==> src/rtl/core/traffic_light_pixel_classifier_macros.svh <==
// Assertion macros for the traffic light pixel classifier.
// Used by the top level; no other dependencies.
`ifndef TRAFFIC_LIGHT_PIXEL_CLASSIFIER_MACROS_SVH
`define TRAFFIC_LIGHT_PIXEL_CLASSIFIER_MACROS_SVH

`ifndef ASSERT_OFF
// prop must hold at every clock edge out of reset
`define TLPC_ASSERT(label, clk, rst_n, prop, msg) \
  label: assert property (@(posedge clk) disable iff (!rst_n) (prop)) else $error(msg);
// when ante holds, cons must hold at the next clock edge
`define TLPC_ASSERT_NEXT(label, clk, rst_n, ante, cons, msg) \
  label: assert property (@(posedge clk) disable iff (!rst_n) (ante) |=> (cons)) \
    else $error(msg);
`else
`define TLPC_ASSERT(label, clk, rst_n, prop, msg)
`define TLPC_ASSERT_NEXT(label, clk, rst_n, ante, cons, msg)
`endif

`endif

==> src/rtl/core/tlpc_pkg.sv <==
// Shared constants and types of the traffic light pixel classifier.
// No dependencies.
`default_nettype none

package tlpc_pkg;

  // field widths
  localparam int unsigned PixW   = 8;
  localparam int unsigned DepthW = 16;
  localparam int unsigned CfgW   = 13;
  localparam int unsigned TotalW = 24;
  localparam int unsigned MeanW  = 16;

  // defaults for the top-level parameters
  localparam int unsigned DefMaxWidth  = 4096;
  localparam int unsigned DefCountBits = 24;

  // reset value of the mask start register, given by an image width
  localparam int unsigned WidthReset = 640;
  localparam int unsigned StartReset = WidthReset - (WidthReset * 2) / 3;

  // x / 3 as (x * 21846) >> 16, exact for x below 2^14
  localparam int unsigned Recip3      = 21846;
  localparam int unsigned Recip3W     = 15;
  localparam int unsigned Recip3Shift = 16;

  // grey conversion of the label pixel
  localparam int unsigned GreyW     = 22;
  localparam int unsigned GreyShift = 14;
  localparam int unsigned GreyCoefB = 1868;
  localparam int unsigned GreyCoefG = 9617;
  localparam int unsigned GreyCoefR = 4899;
  localparam int unsigned GreyRound = 8192;
  localparam int unsigned GreyLimit = 210;

  // color decision margins
  localparam int RedMargin   = 110;
  localparam int GreenMargin = 150;

  // frame verdict
  localparam int unsigned GreenMinCount = 5;
  localparam int unsigned RedMinCount   = 1;
  localparam int unsigned StopDistance  = 20000;
  localparam int unsigned NoRedDistance = 255;

  // queue between front and back
  localparam int unsigned FifoDepth = 2;

  typedef enum logic [1:0] {
    BK_IDLE,
    BK_DIVIDE,
    BK_RESULT
  } back_state_e;

endpackage

`default_nettype wire

==> src/rtl/core/tlpc_if.sv <==
// Handshake channels of the classifier: pixel input and frame result.
// Depends on tlpc_pkg for field widths.
`default_nettype none

interface tlpc_in_if import tlpc_pkg::*; ();
  logic              valid;
  logic              ready;
  logic [PixW-1:0]   sem_blue;
  logic [PixW-1:0]   sem_green;
  logic [PixW-1:0]   sem_red;
  logic [PixW-1:0]   cam_blue;
  logic [PixW-1:0]   cam_green;
  logic [PixW-1:0]   cam_red;
  logic [DepthW-1:0] depth_value;
  logic              end_of_row;
  logic              last_in_frame;

  modport source (
    output valid, sem_blue, sem_green, sem_red, cam_blue, cam_green, cam_red,
           depth_value, end_of_row, last_in_frame,
    input  ready
  );
  modport sink (
    input  valid, sem_blue, sem_green, sem_red, cam_blue, cam_green, cam_red,
           depth_value, end_of_row, last_in_frame,
    output ready
  );
endinterface

interface tlpc_out_if import tlpc_pkg::*; ();
  logic              valid;
  logic              ready;
  logic              is_red;
  logic              stop_request;
  logic [MeanW-1:0]  mean_distance;
  logic [TotalW-1:0] red_total;
  logic [TotalW-1:0] green_total;

  modport source (
    output valid, is_red, stop_request, mean_distance, red_total, green_total,
    input  ready
  );
  modport sink (
    input  valid, is_red, stop_request, mean_distance, red_total, green_total,
    output ready
  );
endinterface

`default_nettype wire

==> src/rtl/core/traffic_light_pixel_classifier.sv <==
// Traffic light pixel classifier, top level.
// Throughput: one pixel per cycle; input stalls only while the queue holds two frames.
// The frame result follows its last accepted pixel through the queue, a pop from
// the idle state, the bit-serial mean divider and the result register.
// Reset: asynchronous, active low; clears counts, column, queue and result valid,
// and the mask start returns to its value for an image width of 640.
`default_nettype none

`include "traffic_light_pixel_classifier_macros.svh"

module traffic_light_pixel_classifier import tlpc_pkg::*; #(
  parameter int unsigned MaxWidth  = DefMaxWidth,
  parameter int unsigned CountBits = DefCountBits
) (
  input  wire logic            clk_i,
  input  wire logic            rst_ni,
  input  wire logic            cfg_we_i,
  input  wire logic [CfgW-1:0] cfg_wdata_i,
  tlpc_in_if.sink              pix_i,
  tlpc_out_if.source           res_o
);

  localparam int unsigned StatW = 3 * CountBits + DepthW;

  logic             push, pop, full, empty;
  logic [StatW-1:0] stat_in, stat_out;

  tlpc_front #(
    .MaxWidth  (MaxWidth),
    .CountBits (CountBits),
    .StatW     (StatW)
  ) u_front (
    .clk_i       (clk_i),
    .rst_ni      (rst_ni),
    .cfg_we_i    (cfg_we_i),
    .cfg_wdata_i (cfg_wdata_i),
    .pix_i       (pix_i),
    .full_i      (full),
    .push_o      (push),
    .stat_o      (stat_in)
  );

  tlpc_fifo #(
    .DataW (StatW)
  ) u_fifo (
    .clk_i   (clk_i),
    .rst_ni  (rst_ni),
    .push_i  (push),
    .data_i  (stat_in),
    .pop_i   (pop),
    .data_o  (stat_out),
    .full_o  (full),
    .empty_o (empty)
  );

  tlpc_back #(
    .CountBits (CountBits),
    .StatW     (StatW)
  ) u_back (
    .clk_i   (clk_i),
    .rst_ni  (rst_ni),
    .empty_i (empty),
    .data_i  (stat_out),
    .pop_o   (pop),
    .res_o   (res_o)
  );

  `TLPC_ASSERT(a_no_push_full, clk_i, rst_ni, !(push && full), "frame pushed into full queue")
  `TLPC_ASSERT(a_no_pop_empty, clk_i, rst_ni, !(pop && empty), "pop from empty queue")
  `TLPC_ASSERT_NEXT(a_push_visible, clk_i, rst_ni, push, !empty, "pushed frame lost")

endmodule

`default_nettype wire

==> src/rtl/core/tlpc_front.sv <==
// Front end: accepts pixels, classifies them and accumulates frame counts.
// Pushes one statistics word per frame. Depends on tlpc_pkg and tlpc_if.
`default_nettype none

module tlpc_front import tlpc_pkg::*; #(
  parameter int unsigned MaxWidth  = DefMaxWidth,
  parameter int unsigned CountBits = DefCountBits,
  parameter int unsigned StatW     = 3 * CountBits + DepthW
) (
  input  wire logic             clk_i,
  input  wire logic             rst_ni,
  input  wire logic             cfg_we_i,
  input  wire logic [CfgW-1:0]  cfg_wdata_i,
  tlpc_in_if.sink               pix_i,
  input  wire logic             full_i,
  output logic                  push_o,
  output logic [StatW-1:0]      stat_o
);

  localparam int unsigned ColW  = $clog2(MaxWidth);
  localparam int unsigned CmpW  = (ColW > CfgW) ? ColW : CfgW;
  localparam int unsigned SumW  = CountBits + DepthW;
  localparam int unsigned ProdW = CfgW + 1 + Recip3W;

  logic [CfgW-1:0]      start_q;
  logic [ColW-1:0]      col_q, col_d;
  logic [CountBits-1:0] red_q, red_d, green_q, green_d;
  logic [SumW-1:0]      sum_q, sum_d;

  logic [CfgW:0]        dbl_width;
  logic [ProdW-1:0]     third_prod;
  logic [CfgW-1:0]      start_d;
  logic [GreyW-1:0]     grey_sum;
  logic [PixW-1:0]      grey;
  logic signed [PixW:0] red_minus_green, green_minus_red;
  logic                 in_region, masked, is_red_pix, is_green_pix, accept;

  // mask start = width - (2*width)/3
  assign dbl_width  = {cfg_wdata_i, 1'b0};
  assign third_prod = ProdW'(dbl_width) * ProdW'(Recip3);
  assign start_d    = cfg_wdata_i - third_prod[Recip3Shift +: CfgW];

  assign grey_sum = GreyW'(GreyCoefB) * GreyW'(pix_i.sem_blue)
                  + GreyW'(GreyCoefG) * GreyW'(pix_i.sem_green)
                  + GreyW'(GreyCoefR) * GreyW'(pix_i.sem_red)
                  + GreyW'(GreyRound);
  assign grey = grey_sum[GreyShift +: PixW];

  assign red_minus_green = signed'({1'b0, pix_i.cam_red}) - signed'({1'b0, pix_i.cam_green});
  assign green_minus_red = signed'({1'b0, pix_i.cam_green}) - signed'({1'b0, pix_i.cam_red});
  assign is_red_pix      = red_minus_green > RedMargin;
  assign is_green_pix    = green_minus_red > GreenMargin;

  assign in_region = CmpW'(col_q) >= CmpW'(start_q);
  assign masked    = in_region && (grey > PixW'(GreyLimit));

  assign pix_i.ready = !full_i;
  assign accept      = pix_i.valid && pix_i.ready;

  always_comb begin
    red_d   = red_q;
    green_d = green_q;
    sum_d   = sum_q;
    if (masked) begin
      if (is_red_pix) begin
        if (red_q != '1) begin
          red_d = red_q + 1'b1;
          sum_d = sum_q + SumW'(pix_i.depth_value);
        end
      end else if (is_green_pix) begin
        if (green_q != '1) begin
          green_d = green_q + 1'b1;
        end
      end
    end
    if (pix_i.end_of_row || pix_i.last_in_frame) begin
      col_d = '0;
    end else if (col_q < ColW'(MaxWidth - 1)) begin
      col_d = col_q + 1'b1;
    end else begin
      col_d = col_q;
    end
  end

  // the frame's last pixel is counted in the pushed word
  assign push_o = accept && pix_i.last_in_frame;
  assign stat_o = {red_d, green_d, sum_d};

  always_ff @(posedge clk_i or negedge rst_ni) begin
    if (!rst_ni) begin
      start_q <= CfgW'(StartReset);
      col_q   <= '0;
      red_q   <= '0;
      green_q <= '0;
      sum_q   <= '0;
    end else begin
      if (cfg_we_i) begin
        start_q <= start_d;
      end
      if (accept) begin
        col_q <= col_d;
        if (pix_i.last_in_frame) begin
          red_q   <= '0;
          green_q <= '0;
          sum_q   <= '0;
        end else begin
          red_q   <= red_d;
          green_q <= green_d;
          sum_q   <= sum_d;
        end
      end
    end
  end

endmodule

`default_nettype wire

==> src/rtl/core/tlpc_fifo.sv <==
// Short queue of frame statistics between front and back end.
// Depends on tlpc_pkg for its depth.
`default_nettype none

module tlpc_fifo import tlpc_pkg::*; #(
  parameter int unsigned DataW = 3 * DefCountBits + DepthW
) (
  input  wire logic             clk_i,
  input  wire logic             rst_ni,
  input  wire logic             push_i,
  input  wire logic [DataW-1:0] data_i,
  input  wire logic             pop_i,
  output logic      [DataW-1:0] data_o,
  output logic                  full_o,
  output logic                  empty_o
);

  localparam int unsigned PtrW = $clog2(FifoDepth);
  localparam int unsigned CntW = $clog2(FifoDepth + 1);

  logic [DataW-1:0] entry_q [FifoDepth];
  logic [PtrW-1:0]  wr_q, wr_d, rd_q, rd_d;
  logic [CntW-1:0]  cnt_q, cnt_d;

  assign full_o  = cnt_q == CntW'(FifoDepth);
  assign empty_o = cnt_q == '0;
  assign data_o  = entry_q[rd_q];

  always_comb begin
    wr_d  = wr_q;
    rd_d  = rd_q;
    cnt_d = cnt_q;
    if (push_i) begin
      wr_d = (wr_q == PtrW'(FifoDepth - 1)) ? '0 : wr_q + 1'b1;
    end
    if (pop_i) begin
      rd_d = (rd_q == PtrW'(FifoDepth - 1)) ? '0 : rd_q + 1'b1;
    end
    case ({push_i, pop_i})
      2'b10:   cnt_d = cnt_q + 1'b1;
      2'b01:   cnt_d = cnt_q - 1'b1;
      default: cnt_d = cnt_q;
    endcase
  end

  always_ff @(posedge clk_i or negedge rst_ni) begin
    if (!rst_ni) begin
      wr_q  <= '0;
      rd_q  <= '0;
      cnt_q <= '0;
    end else begin
      wr_q  <= wr_d;
      rd_q  <= rd_d;
      cnt_q <= cnt_d;
    end
  end

  always_ff @(posedge clk_i) begin
    if (push_i) begin
      entry_q[wr_q] <= data_i;
    end
  end

endmodule

`default_nettype wire

==> src/rtl/core/tlpc_back.sv <==
// Back end: takes frame statistics, divides depth sum by red count one
// quotient bit per cycle, forms the verdict and holds the result item.
// Depends on tlpc_pkg and tlpc_if.
`default_nettype none

module tlpc_back import tlpc_pkg::*; #(
  parameter int unsigned CountBits = DefCountBits,
  parameter int unsigned StatW     = 3 * CountBits + DepthW
) (
  input  wire logic             clk_i,
  input  wire logic             rst_ni,
  input  wire logic             empty_i,
  input  wire logic [StatW-1:0] data_i,
  output logic                  pop_o,
  tlpc_out_if.source            res_o
);

  localparam int unsigned SumW  = CountBits + DepthW;
  localparam int unsigned StepW = $clog2(MeanW);

  back_state_e state_q, state_d;

  logic [CountBits-1:0] red_q, green_q, rem_q, rem_d;
  logic [MeanW-1:0]     quo_q, quo_d;
  logic [StepW-1:0]     step_q;
  logic [CountBits:0]   trial, trial_diff;
  logic                 trial_ge, div_en, load_res, last_step;

  logic                 valid_q, is_red_q, stop_q;
  logic [MeanW-1:0]     mean_q;
  logic [TotalW-1:0]    red_tot_q, green_tot_q;

  logic                 green_wins, red_verdict;
  logic [MeanW-1:0]     mean;
  logic [CountBits+TotalW-1:0] red_ext, green_ext;

  assign last_step = step_q == StepW'(MeanW - 1);

  // next state
  always_comb begin
    state_d = state_q;
    unique case (state_q)
      BK_IDLE:   if (!empty_i) state_d = BK_DIVIDE;
      BK_DIVIDE: if (last_step) state_d = BK_RESULT;
      BK_RESULT: if (!valid_q || res_o.ready) state_d = BK_IDLE;
      default:   state_d = BK_IDLE;
    endcase
  end

  // control outputs
  always_comb begin
    pop_o    = 1'b0;
    div_en   = 1'b0;
    load_res = 1'b0;
    unique case (state_q)
      BK_IDLE:   pop_o    = !empty_i;
      BK_DIVIDE: div_en   = 1'b1;
      BK_RESULT: load_res = !valid_q || res_o.ready;
      default:   ;
    endcase
  end

  // restoring division step; the partial remainder stays below the count
  assign trial      = {rem_q, quo_q[MeanW-1]};
  assign trial_diff = trial - {1'b0, red_q};
  assign trial_ge   = trial >= {1'b0, red_q};
  assign rem_d      = trial_ge ? trial_diff[CountBits-1:0] : trial[CountBits-1:0];
  assign quo_d      = {quo_q[MeanW-2:0], trial_ge};

  assign green_wins  = (green_q > CountBits'(GreenMinCount)) && (green_q > red_q);
  assign red_verdict = !green_wins && (red_q > CountBits'(RedMinCount)) && (red_q > green_q);
  assign mean        = (red_q == '0) ? MeanW'(NoRedDistance) : quo_q;
  assign red_ext     = (CountBits + TotalW)'(red_q);
  assign green_ext   = (CountBits + TotalW)'(green_q);

  always_ff @(posedge clk_i or negedge rst_ni) begin
    if (!rst_ni) begin
      state_q <= BK_IDLE;
      step_q  <= '0;
      valid_q <= 1'b0;
    end else begin
      state_q <= state_d;
      if (pop_o) begin
        step_q <= '0;
      end else if (div_en) begin
        step_q <= step_q + 1'b1;
      end
      if (load_res) begin
        valid_q <= 1'b1;
      end else if (res_o.ready) begin
        valid_q <= 1'b0;
      end
    end
  end

  always_ff @(posedge clk_i) begin
    if (pop_o) begin
      red_q   <= data_i[SumW + CountBits +: CountBits];
      green_q <= data_i[SumW +: CountBits];
      rem_q   <= data_i[MeanW +: CountBits];
      quo_q   <= data_i[MeanW-1:0];
    end else if (div_en) begin
      rem_q <= rem_d;
      quo_q <= quo_d;
    end
    if (load_res) begin
      is_red_q    <= red_verdict;
      stop_q      <= red_verdict && (mean < MeanW'(StopDistance));
      mean_q      <= mean;
      red_tot_q   <= red_ext[TotalW-1:0];
      green_tot_q <= green_ext[TotalW-1:0];
    end
  end

  assign res_o.valid         = valid_q;
  assign res_o.is_red        = is_red_q;
  assign res_o.stop_request  = stop_q;
  assign res_o.mean_distance = mean_q;
  assign res_o.red_total     = red_tot_q;
  assign res_o.green_total   = green_tot_q;

endmodule

`default_nettype wire
==> src/flat_wrapper.sv <==
// flat-port wrapper written by rule: the top's interface ports become plain ports
module traffic_light_pixel_classifier_flat import tlpc_pkg::*;
#(
  parameter int unsigned MaxWidth  = DefMaxWidth,
  parameter int unsigned CountBits = DefCountBits
)
  (clk_i, rst_ni, cfg_we_i, cfg_wdata_i, pix_i_valid, pix_i_sem_blue, pix_i_sem_green, pix_i_sem_red, pix_i_cam_blue, pix_i_cam_green, pix_i_cam_red, pix_i_depth_value, pix_i_end_of_row, pix_i_last_in_frame, pix_i_ready, res_o_valid, res_o_is_red, res_o_stop_request, res_o_mean_distance, res_o_red_total, res_o_green_total, res_o_ready);
  tlpc_in_if pix_i_i ();
  tlpc_out_if res_o_i ();
  input  wire logic clk_i;
  input  wire logic rst_ni;
  input  wire logic cfg_we_i;
  input  wire logic [CfgW-1:0] cfg_wdata_i;
  input wire logic [$bits(pix_i_i.valid)-1:0] pix_i_valid;
  input wire logic [$bits(pix_i_i.sem_blue)-1:0] pix_i_sem_blue;
  input wire logic [$bits(pix_i_i.sem_green)-1:0] pix_i_sem_green;
  input wire logic [$bits(pix_i_i.sem_red)-1:0] pix_i_sem_red;
  input wire logic [$bits(pix_i_i.cam_blue)-1:0] pix_i_cam_blue;
  input wire logic [$bits(pix_i_i.cam_green)-1:0] pix_i_cam_green;
  input wire logic [$bits(pix_i_i.cam_red)-1:0] pix_i_cam_red;
  input wire logic [$bits(pix_i_i.depth_value)-1:0] pix_i_depth_value;
  input wire logic [$bits(pix_i_i.end_of_row)-1:0] pix_i_end_of_row;
  input wire logic [$bits(pix_i_i.last_in_frame)-1:0] pix_i_last_in_frame;
  output wire logic [$bits(pix_i_i.ready)-1:0] pix_i_ready;
  output wire logic [$bits(res_o_i.valid)-1:0] res_o_valid;
  output wire logic [$bits(res_o_i.is_red)-1:0] res_o_is_red;
  output wire logic [$bits(res_o_i.stop_request)-1:0] res_o_stop_request;
  output wire logic [$bits(res_o_i.mean_distance)-1:0] res_o_mean_distance;
  output wire logic [$bits(res_o_i.red_total)-1:0] res_o_red_total;
  output wire logic [$bits(res_o_i.green_total)-1:0] res_o_green_total;
  input wire logic [$bits(res_o_i.ready)-1:0] res_o_ready;
  assign pix_i_i.valid = pix_i_valid;
  assign pix_i_i.sem_blue = pix_i_sem_blue;
  assign pix_i_i.sem_green = pix_i_sem_green;
  assign pix_i_i.sem_red = pix_i_sem_red;
  assign pix_i_i.cam_blue = pix_i_cam_blue;
  assign pix_i_i.cam_green = pix_i_cam_green;
  assign pix_i_i.cam_red = pix_i_cam_red;
  assign pix_i_i.depth_value = pix_i_depth_value;
  assign pix_i_i.end_of_row = pix_i_end_of_row;
  assign pix_i_i.last_in_frame = pix_i_last_in_frame;
  assign pix_i_ready = pix_i_i.ready;
  assign res_o_valid = res_o_i.valid;
  assign res_o_is_red = res_o_i.is_red;
  assign res_o_stop_request = res_o_i.stop_request;
  assign res_o_mean_distance = res_o_i.mean_distance;
  assign res_o_red_total = res_o_i.red_total;
  assign res_o_green_total = res_o_i.green_total;
  assign res_o_i.ready = res_o_ready;
  traffic_light_pixel_classifier #(.MaxWidth(MaxWidth), .CountBits(CountBits)) u_core (.clk_i(clk_i), .rst_ni(rst_ni), .cfg_we_i(cfg_we_i), .cfg_wdata_i(cfg_wdata_i), .pix_i(pix_i_i), .res_o(res_o_i));
endmodule
==> config.mk <==
export PLATFORM = sky130hd
export DESIGN_NAME = traffic_light_pixel_classifier_flat
export DESIGN_NICKNAME = d
export VERILOG_FILES = /design/src/rtl/core/tlpc_pkg.sv /design/src/rtl/core/tlpc_if.sv /design/src/rtl/core/traffic_light_pixel_classifier.sv /design/src/rtl/core/tlpc_front.sv /design/src/rtl/core/tlpc_fifo.sv /design/src/rtl/core/tlpc_back.sv /design/src/flat_wrapper.sv
export VERILOG_INCLUDE_DIRS = /design/src /design/src/rtl/core
export SDC_FILE = /design/constraint.sdc
export NUM_CORES = 1
export LEC_CHECK = 0
export BUFFER_PORTS_ARGS = -buffer_cell sky130_fd_sc_hd__buf_2
export CORE_MARGIN = 2
export CORE_UTILIZATION = 38
export CTS_BUF_LIST = sky130_fd_sc_hd__clkbuf_16
export DETAILED_ROUTE_END_ITERATION = 10
export GPL_TIMING_DRIVEN = 1
export HOLD_SLACK_MARGIN = 0.08
export PLACE_DENSITY = 0.52
export SYNTH_ARGS = -nofsm -noshare
export SYNTH_HDL_FRONTEND = slang
export SYNTH_SLANG_ARGS = --single-unit
==> constraint.sdc <==
create_clock -name clk_i -period 6.98 [get_ports clk_i]
set_input_delay 1.396 -clock clk_i [delete_from_list [all_inputs] [get_ports clk_i]]
set_output_delay 1.396 -clock clk_i [all_outputs]
set_load 0.1 [all_outputs]
; Yosys cells after proc, flatten, opt, wreduce, memory -nomap -nowiden
; Memory sizes are Yosys's and may differ from the RTL's.
; Cells that the tools add are included.
[word_totals]
word_cells = 122
ramBits = 176
out_inout_bits = 68
input_bits = 84
mem_count = 1
regBits = 278
[memory_table]
columns = memory, words, width, rd, rd_ports_with_merged_regs, write_ports, line_no
row1 = u_core.u_fifo.entry_q, 2, 88, 1, 0, 1, tlpc_fifo.sv:21  ; logic [DataW-1:0] entry_q [FifoDepth];
[op_classes]
addsub = 16
n_reduce_logical = 22
n_eq_ne = 11
mul = 4
n_lt_le_gt_ge = 11
n_mux = 37
[op_table]
columns = operator, count
row1 = two-way mux 24 bit, 12
row2 = two-way mux 40 bit, 4
row3 = adder 24 x 1 -> 24 bit (second input constant), 2
row4 = greater-than comparator 24 bit, 2
row5 = two-way mux 16 bit, 3
row6 = inequality test 24 bit (second input constant), 2
row7 = adder 40 x 16 -> 40 bit, 1
row8 = multiplier 13 x 14 -> 27 bit (second input constant), 1
row9 = greater-or-equal comparator 25 x 24 -> 1 bit, 1
row10 = greater-than comparator 24 x 1 -> 1 bit (second input constant), 1
row11 = greater-than comparator 24 x 3 -> 1 bit (second input constant), 1
row12 = logical NOT 24 bit, 1
row13 = two-way mux 12 bit, 2
row14 = subtractor 24 bit, 1
row15 = adder 19 x 22 -> 22 bit, 1
row16 = adder 22 x 14 -> 22 bit (second input constant), 1
row17 = adder 22 x 21 -> 22 bit, 1
row18 = multiplier 14 x 8 -> 22 bit (first input constant), 1
row19 = multiplier 13 x 8 -> 21 bit (first input constant), 1
row20 = subtractor 8 x 8 -> 9 bit, 2
row21 = multiplier 9 x 8 -> 17 bit (first input constant), 1
row22 = less-than comparator 16 x 15 -> 1 bit (second input constant), 1
row23 = greater-or-equal comparator 12 x 13 -> 1 bit, 1
row24 = subtractor 13 bit, 1
row25 = other kinds (25), 56

; Longest topological paths before layout
; Gate-level depths: netlist (run 1).
[logic_depth]
depth_word = 8
ltp_mapped = 36

; Hierarchy
; From an unflattened synthesis (run 1), not the netlist that was laid out.
[hier_totals]
cells_unflattened = 2901
hier_area_um2 = 31378.8
[modules_own_cells]
columns = mod, cells_each, area_per_inst_um2, instances
row1 = tlpc_front, 1972, 17007.6, 1
row2 = tlpc_back, 639, 7805.0, 1
row3 = tlpc_fifo, 290, 6566.3, 1

; Worst setup path before layout (run 1)
; Ideal clock, no wire load.
[synth_timing]
path_type = input to register
from = input port pix_i_sem_blue[5]
to = memory u_core.u_fifo.entry_q[0][6] in the netlist's numbering (data pin)
stages = 35
slack_ns = -2.524
setup_time_ns = 0.258
t_required_ns = 6.722
arrival_time_ns = 9.247
path_cell_list = ha_1 ha_1 inv_1 fa_1 fa_1 inv_1 ha_1 and3b_1 o21a_1 o21ai_0 nand2b_1 a21o_1 a21o_1 xor2_1 ha_1 ha_1 fa_1 inv_1 fa_1 fa_1 inv_1 ha_1 a21oi_1 o21ai_0 a211o_1 a22o_1 nor3_1 o32ai_1 a2111oi_4 nand2_2 clkbuf_1 clkbuf_1 buf_2 nand2_1 nand2_1
[synth_between]
elab_chain_cells = 7
[synth_lines]
columns = element, line_no
row1 = start: declaration, flat_wrapper.sv:15  ; input wire logic [$bits(pix_i_i.sem_blue)-1:0] pix_i_sem_blue;
row2 = multiplier 9 x 8 -> 17 bit, tlpc_front.sv:43  ; assign grey_sum = GreyW'(GreyCoefB) * GreyW'(pix_i.sem_blue)
row3 = adder 19 x 22 -> 22 bit, tlpc_front.sv:44  ; + GreyW'(GreyCoefG) * GreyW'(pix_i.sem_green)
row4 = adder 22 x 21 -> 22 bit, tlpc_front.sv:45  ; + GreyW'(GreyCoefR) * GreyW'(pix_i.sem_red)
row5 = adder 22 x 14 -> 22 bit, tlpc_front.sv:46  ; + GreyW'(GreyRound);
row6 = greater-than comparator 8 bit, tlpc_front.sv:55  ; assign masked = in_region && (grey > PixW'(GreyLimit));
row7 = logical AND 1 bit, tlpc_front.sv:55
row8 = two-way mux 40 bit, tlpc_front.sv:64  ; if (masked) begin
row9 = via u_core.stat_in[6], traffic_light_pixel_classifier.sv:26  ; logic [StatW-1:0] stat_in, stat_out;
row10 = end: declaration, tlpc_fifo.sv:21
; The timed path passes the listed nets, and every way through them passes these cells.

; Final worst setup path (run 1)
[layout_timing]
from = input port pix_i_sem_blue[5]
to = memory u_core.u_fifo.entry_q[0][19] in the netlist's numbering (data pin)
; The elaborated chain is that of the path after synthesis.

==> results of run 1 <==
metrics by stage:
| stage | power (W) | instance area, sq um | utilization | instances | hold slack, ns |
|---|---|---|---|---|---|
| floorplan | 0.01168 | 31280 | - | 2879 | 0.4264 |
| global placement | 0.01483 | 34930 | 0.4330 | 4245 | 0.4434 |
| detailed placement | 0.01491 | 34930 | 0.4330 | 4245 | 0.4461 |
| CTS | 0.01800 | 37470 | 0.4644 | 4347 | 0.4606 |
| global route | 0.02033 | 38500 | 0.4772 | 4359 | 0.4746 |
| finish | 0.01863 | 38500 | 0.4772 | 4360 | 0.4591 |
synth_stat cells, types with 52 or more instances:
cell        n  area, sq um
xor2_1     52        455.4
fa_1      138         2763
o21ai_0   151        755.7
dfrtp_1   119         2978
nor3_1     53        265.3
edfxtp_1  330         9910
clkbuf_1   86        322.8
mux2i_1    54        540.5
xnor2_1    97        849.6
a21oi_1    79        395.4
nor2_1    126        473.0
inv_1     386         1449
nand2_1   212        795.8
nand3_1    89        445.4
ha_1      325         4066
layout make-up:
class | count | area (sq um)
diodes | 1 | 2.502
flip-flops and latches | 454 | 13020
well taps | 1060 | 1326
multi-input cells | 1939 | 17790
clock buffers | 50 | 1251
clock inverters | 41 | 384.1
inverters | 386 | 1449
repair buffers | 429 | 3272
fillers | 7415 | 42180
power by group:
part	internal [W]	switching, W
clock network	0.00151	0.00113
registers	0.00356	0.000310
logic	0.00574	0.00638
critical path: cells and delay by family:
kind	cells	cell delay, ns
adders and majority gates	11	3.92
xor gates and xnor gates	2	0.32
AOI/OAI and AO/OA	9	1.62
and+or+nand+nor	6	0.79
buffers and inverters	10	1.09
worst paths after layout:
kind	startpoint	endpoint	slack (ns)	cells past startpoint
worst max-delay path	pix_i_sem_blue[5]	u_core.u_fifo.entry_q[0][19]	-1.85	38
worst max register to register	u_core.u_front.sum_q[0]	u_core.u_front.sum_q[38]	2.68	14
max in group asynchronous	rst_ni	u_core.u_front.start_q[0]	5.12	2
min in group asynchronous	rst_ni	u_core.u_front.green_q[5]	0.81	1
worst min-delay path	u_core.u_back.green_q[5]	u_core.u_back.res_o.green_total[5]	0.46	0
worst min register to register	u_core.u_back.green_q[5]	u_core.u_back.res_o.green_total[5]	0.46	0
state kept, by name (all words and copies together), names as in the netlist, 4 cells and up:
| register | cells |
|---|---|
| u_core.u_back.res_o.green_total | 24 |
| u_core.u_back.res_o.red_total | 24 |
| u_core.u_back.green_q | 24 |
| u_core.u_back.step_q | 4 |
| u_core.u_front.col_q | 12 |
| u_core.u_fifo.entry_q | 176 |
| u_core.u_back.red_q | 24 |
| u_core.u_front.red_q | 24 |
| u_core.u_front.green_q | 24 |
| u_core.u_front.sum_q | 40 |
| u_core.u_back.rem_q | 24 |
| u_core.u_front.start_q | 13 |
| u_core.u_back.res_o.mean_distance | 16 |
| u_core.u_back.quo_q | 16 |
routing by layer:
metal / routed length (um) / track usage
met4: 1570 / 0.04154
met3: 2820 / 0.01923
met1: 36560 / 0.2610
met2: 37680 / 0.3110
met5: 13 / 0
logic make-up after synthesis:
group | share of synthesized area
xor+xnor | 0.04211
flops | 0.4200
simple gates | 0.1088
mux | 0.03561
compound gates | 0.1140
fa+ha+maj | 0.2203
buf+inv | 0.05910
timing repair:
action / in CTS / in global routing
pin swaps: 32 / 56
setup endpoints to repair: 268 / 270
setup buffers: 11 / 24
resized for setup: 173 / 183
gates cloned: 1 / 4
==> results.json, run 1 <==
{
  "status": "finished, violations left",
  "violations": "negative setup slack",
  "grt_usage": 0.1859,
  "synth_area_per_cell_sq_um": 10.77,
  "antenna_found_initial": 2,
  "synth_seq_cells": 454,
  "peakVddDrop_uv": 766.3,
  "netlist_area_sq_um": 30990,
  "cts_buffer_depth": 3,
  "ys_types": 73,
  "place_congestion": 0.8648,
  "synth_edf_count": 330,
  "yosysSeqAreaShare": 0.4200,
  "fmax_ghz": 0.1133,
  "required_ns": 7.33,
  "core_area_sq_um": 80680,
  "finClkSkew_ns": 0.02345,
  "hpwlAfterDp_um": 57860,
  "critPathKind": "in2reg",
  "rsz0062_at_grt": "yes",
  "portBuffers": 143,
  "dieArea_sq_um": 83860,
  "crit_path_start_kind": "primary input",
  "cts_htree_levels": 2,
  "cp_slowest_stage_delay_ns": 0.55,
  "period_share": 1.265,
  "synth_top_flop_cell": "edfxtp_1",
  "period_needed_ns": 8.829,
  "grt_max_degree": 94,
  "cap_viol_max_count": 0,
  "fp.dieW_um": 289.6,
  "finalMaxSlewViolations": 0,
  "clock_latency_ns": 0.59,
  "finish.net_count": 3806,
  "setup-violations-final": 268,
  "maxSlewHeadroom": 0.05489,
  "layout_setup_ws_ns": -1.849,
  "grt_pass1_wl_um": 124500,
  "clk_transition_reported_paths_ns": 0.07,
  "drc": 0,
  "drive_above_1_share": 0.2492,
  "core.rowCount": 104,
  "initial_core_util": 0.3842,
  "synthArstFlopShare": 0.2731,
  "power_density_nw_per_um2": 483.8,
  "grt-ovfl-total": 0,
  "cts_sinks": 454,
  "worst_ep_arrival_time_ns": 9.18,
  "leakagePower_nw": 17.29,
  "drtPass1Iterations": 6,
  "worst_slew_pin_slew_ns": 1.413,
  "routed_via_density": 5.162,
  "mostFrequentLayoutCell": "inv_1",
  "yosys_warnings": 0,
  "detail-route-antenna-nets": 0,
  "tns_ns": -449.61,
  "syn_inst": 2879,
  "area_growth_pct": 24.22,
  "num_vias": 22510,
  "worst_path_most_repeated_cell": "ha_4",
  "detailedRoute.firstIterationViolations": 1356,
  "cts_tree": "built",
  "critPathMaxFanout": 9,
  "postCtsHoldBufs": 0,
  "cts_inserted_buffers": 49,
  "cp_slowest_cell": "fa_2",
  "final_cell_mix": "inv_1 (385), edfxtp_1 (330), ha_1 (315), buf_4 (231), nand2_1 (171)",
  "ios": 152,
  "worstSetupEndpointType": "register",
  "cts_root_buf": "clkbuf_16",
  "synth_nets": 3426,
  "place_ws_ns": -2.558,
  "grt_pass1_vias": 22910,
  "hp-class": "reg2reg",
  "drt_wl_total_um": 78640,
  "hold_viol_final": 0,
  "routedWlPerCell_um": 18.04,
  "die_height_um": 289.6
}
Note: power is estimated with default switching activity, not from simulation.
==> run 2: changes to the inputs <==
Settings changed: CORE_UTILIZATION 38 to 63, PLACE_DENSITY 0.52 to 0.8.
==> run 2 against run 1 <==
The run still ends with negative setup slack left. Utilization up 29 points. Non-clock buffer count is 26 lower. Flip-flop and latch count unchanged. Sequential power is 1% higher. Cell count decreased by 9.8%. Register-to-register slack better by 0.06 ns.
==> results.json, run 2 (synthesis gave the netlist of run 1 again) <==
{
  "status": "finished, violations left",
  "violations": "negative setup slack",
  "drtPass1Iterations": 6,
  "drc": 0,
  "hold_viol_final": 0,
  "power.switching_w": 0.008150,
  "critPathKind": "in2reg",
  "drt_wl_total_um": 82010,
  "worst_path_most_repeated_cell": "fa_1",
  "final_area_sq_um": 37600,
  "seq_power_share": 0.208,
  "routedWlPerCell_um": 20.86,
  "swShare": 0.4323,
  "die_height_um": 225.8,
  "fillers": 2917,
  "cts_buffer_depth": 3,
  "detailedRoute.firstIterationViolations": 2477,
  "rsz0062_at_grt": "yes",
  "mostFrequentLayoutCell": "inv_1",
  "crit_path_start_kind": "primary input",
  "routed_via_density": 6.168,
  "cts_inserted_buffers": 45,
  "cp_slowest_stage_delay_ns": 0.52,
  "layout_setup_ws_ns": -1.816,
  "maxSlewHeadroom": 0.2732,
  "worstSetupEndpointType": "register",
  "cp_slowest_cell": "fa_1",
  "grt-ovfl-total": 0,
  "area_growth_pct": 21.32,
  "antenna_found_initial": 3,
  "period_share": 1.260,
  "cap_viol_max_count": 0,
  "dieArea_sq_um": 50990,
  "largest_register": "u_core.u_fifo.entry_q",
  "leakagePower_nw": 17.14,
  "num_vias": 24250,
  "cts_htree_levels": 2,
  "clock_power_share": 0.124,
  "period_needed_ns": 8.796,
  "tns_ns": -425.81,
  "grt_pass1_wl_um": 122900,
  "cts_tree": "built",
  "fmax_ghz": 0.1137,
  "grt_max_degree": 95,
  "finalMaxSlewViolations": 0,
  "finClkSkew_ns": 0.01814,
  "critPathMaxFanout": 12,
  "final_cell_mix": "inv_1 (393), edfxtp_1 (330), ha_1 (314), buf_4 (224), nand2_1 (175)",
  "initial_core_util": 0.6358,
  "clk_transition_reported_paths_ns": 0.07,
  "setup-violations-final": 268,
  "grt_pass1_vias": 23900,
  "peakVddDrop_uv": 1227,
  "worst_ep_arrival_time_ns": 9.12,
  "cts_sinks": 454,
  "core.rowCount": 81,
  "hp-class": "reg2reg",
  "detail-route-antenna-nets": 0,
  "internal_power_w": 0.01070,
  "path_delay_family": "adder cells",
  "place_ws_ns": -2.736,
  "worst_slew_pin_slew_ns": 1.090,
  "clock_latency_ns": 0.58,
  "largest_reg_flops": 176,
  "drive_above_1_share": 0.2428,
  "power_frac_comb": 0.668,
  "required_ns": 7.31,
  "core_area_sq_um": 48750,
  "hpwlAfterDp_um": 54290,
  "path_buf_inv": 9,
  "reg.largest.list": "u_core.u_fifo.entry_q: 176 flops, u_core.u_front.sum_q: 40 flops",
  "grt_usage": 0.3042,
  "portBuffers": 143,
  "finish.net_count": 3776,
  "place_congestion": 0.9121,
  "power_density_nw_per_um2": 501.4,
  "ios": 152,
  "cts_root_buf": "clkbuf_16",
  "placed_cell_area_sq_um": 34070,
  "fp.dieW_um": 225.8
}
run 2: cell types whose count changed in the layout (fill, tap and decap cells not counted), moves of 6 or more:
cell / previous run / this run
buf_6: 37 / 15
o21ai_1: 39 / 22
o21ai_0: 107 / 117
inv_1: 385 / 393
o31ai_1: 16 / 8
o31ai_4: 2 / 10
buf_4: 231 / 224
nor3_4: 11 / 4
xor2_2: 13 / 20
o21ai_2: 8 / 14
run 2: worst register-to-register path, stage by stage, from the launching register on:
cell and delay (ns):
dfrtp_1 0.60, and3_1 0.31, and3_1 0.33, nand3_1 0.14, nor2_1 0.37, nand3_1 0.33, or3_1 0.70, buf_4 0.41
and2_4 0.25, buf_12 0.15, buf_4 0.14, a32oi_1 0.23, o21ai_0 0.16
run 2: path summary, 6_finish.rpt:
kind / slack, ns / start / to / cells after the start
min: 0.45 / u_core.u_back.green_q[17] / u_core.u_back.res_o.green_total[17] / 0
min reg2reg: 0.45 / u_core.u_back.green_q[17] / u_core.u_back.res_o.green_total[17] / 0
max: -1.82 / pix_i_sem_blue[5] / u_core.u_fifo.entry_q[0][33] / 35
max reg2reg: 2.74 / u_core.u_front.red_q[6] / u_core.u_front.sum_q[36] / 12
max in group asynchronous: 4.58 / rst_ni / u_core.u_front.col_q[10] / 2
min in group asynchronous: 0.96 / rst_ni / u_core.u_back.res_o.valid / 1
run 2: power groups by stage:
stage          registers (W)  logic (W)  clock network, W
2_1_floorplan        0.00380    0.00788                 0
3_3_place_gp         0.00392     0.0107                 0
3_5_place_dp         0.00394     0.0110                 0
4_1_cts              0.00390     0.0119           0.00233
5_1_grt              0.00395     0.0139           0.00245
6_report             0.00392     0.0126           0.00234
run 2: cell type report:
type                    count  area [sq um]  area share
diodes                      1         2.502  0.00006655
clock buffers              46          1151     0.03061
clock inverters            38         251.5    0.006688
inverters                 386          1449     0.03853
multi-input cells        1939         17840      0.4744
flip-flops and latches    454         13020      0.3463
well taps                 664         830.8     0.02210
repair buffers            403          3057     0.08129
run 2: routing by layer:
layer / part of all wire / track usage / up-vias / routed length (um)
li1: - / - / 10890 / -
met1: 0.39 / 0.4040 / 11680 / 32180
met4: 0.042 / 0.1030 / 4 / 3452
met2: 0.48 / 0.5106 / 1362 / 39390
met3: 0.085 / 0.04853 / 310 / 6963
met5: 0.00029 / 0 / - / 24
run 2: timing repair:
item                                    in CTS  in global routing
pin swaps                                   39                 51
setup buffers                               11                 21
endpoints found under the setup margin     268                270
gates cloned                                 3                  5
hold buffers                                 0                  0
gates resized for setup                    146                187
run 2: stage by stage:
step,util,power (W),instances,hold slack [ns]
global placement,0.6990,0.01461,3806,0.4381
CTS,0.7452,0.01809,3904,0.4518
floorplan,-,0.01168,2879,0.4264
global route,0.7713,0.02031,3931,0.4628
detailed placement,0.6990,0.01499,3806,0.4376
finish,0.7713,0.01885,3931,0.4511
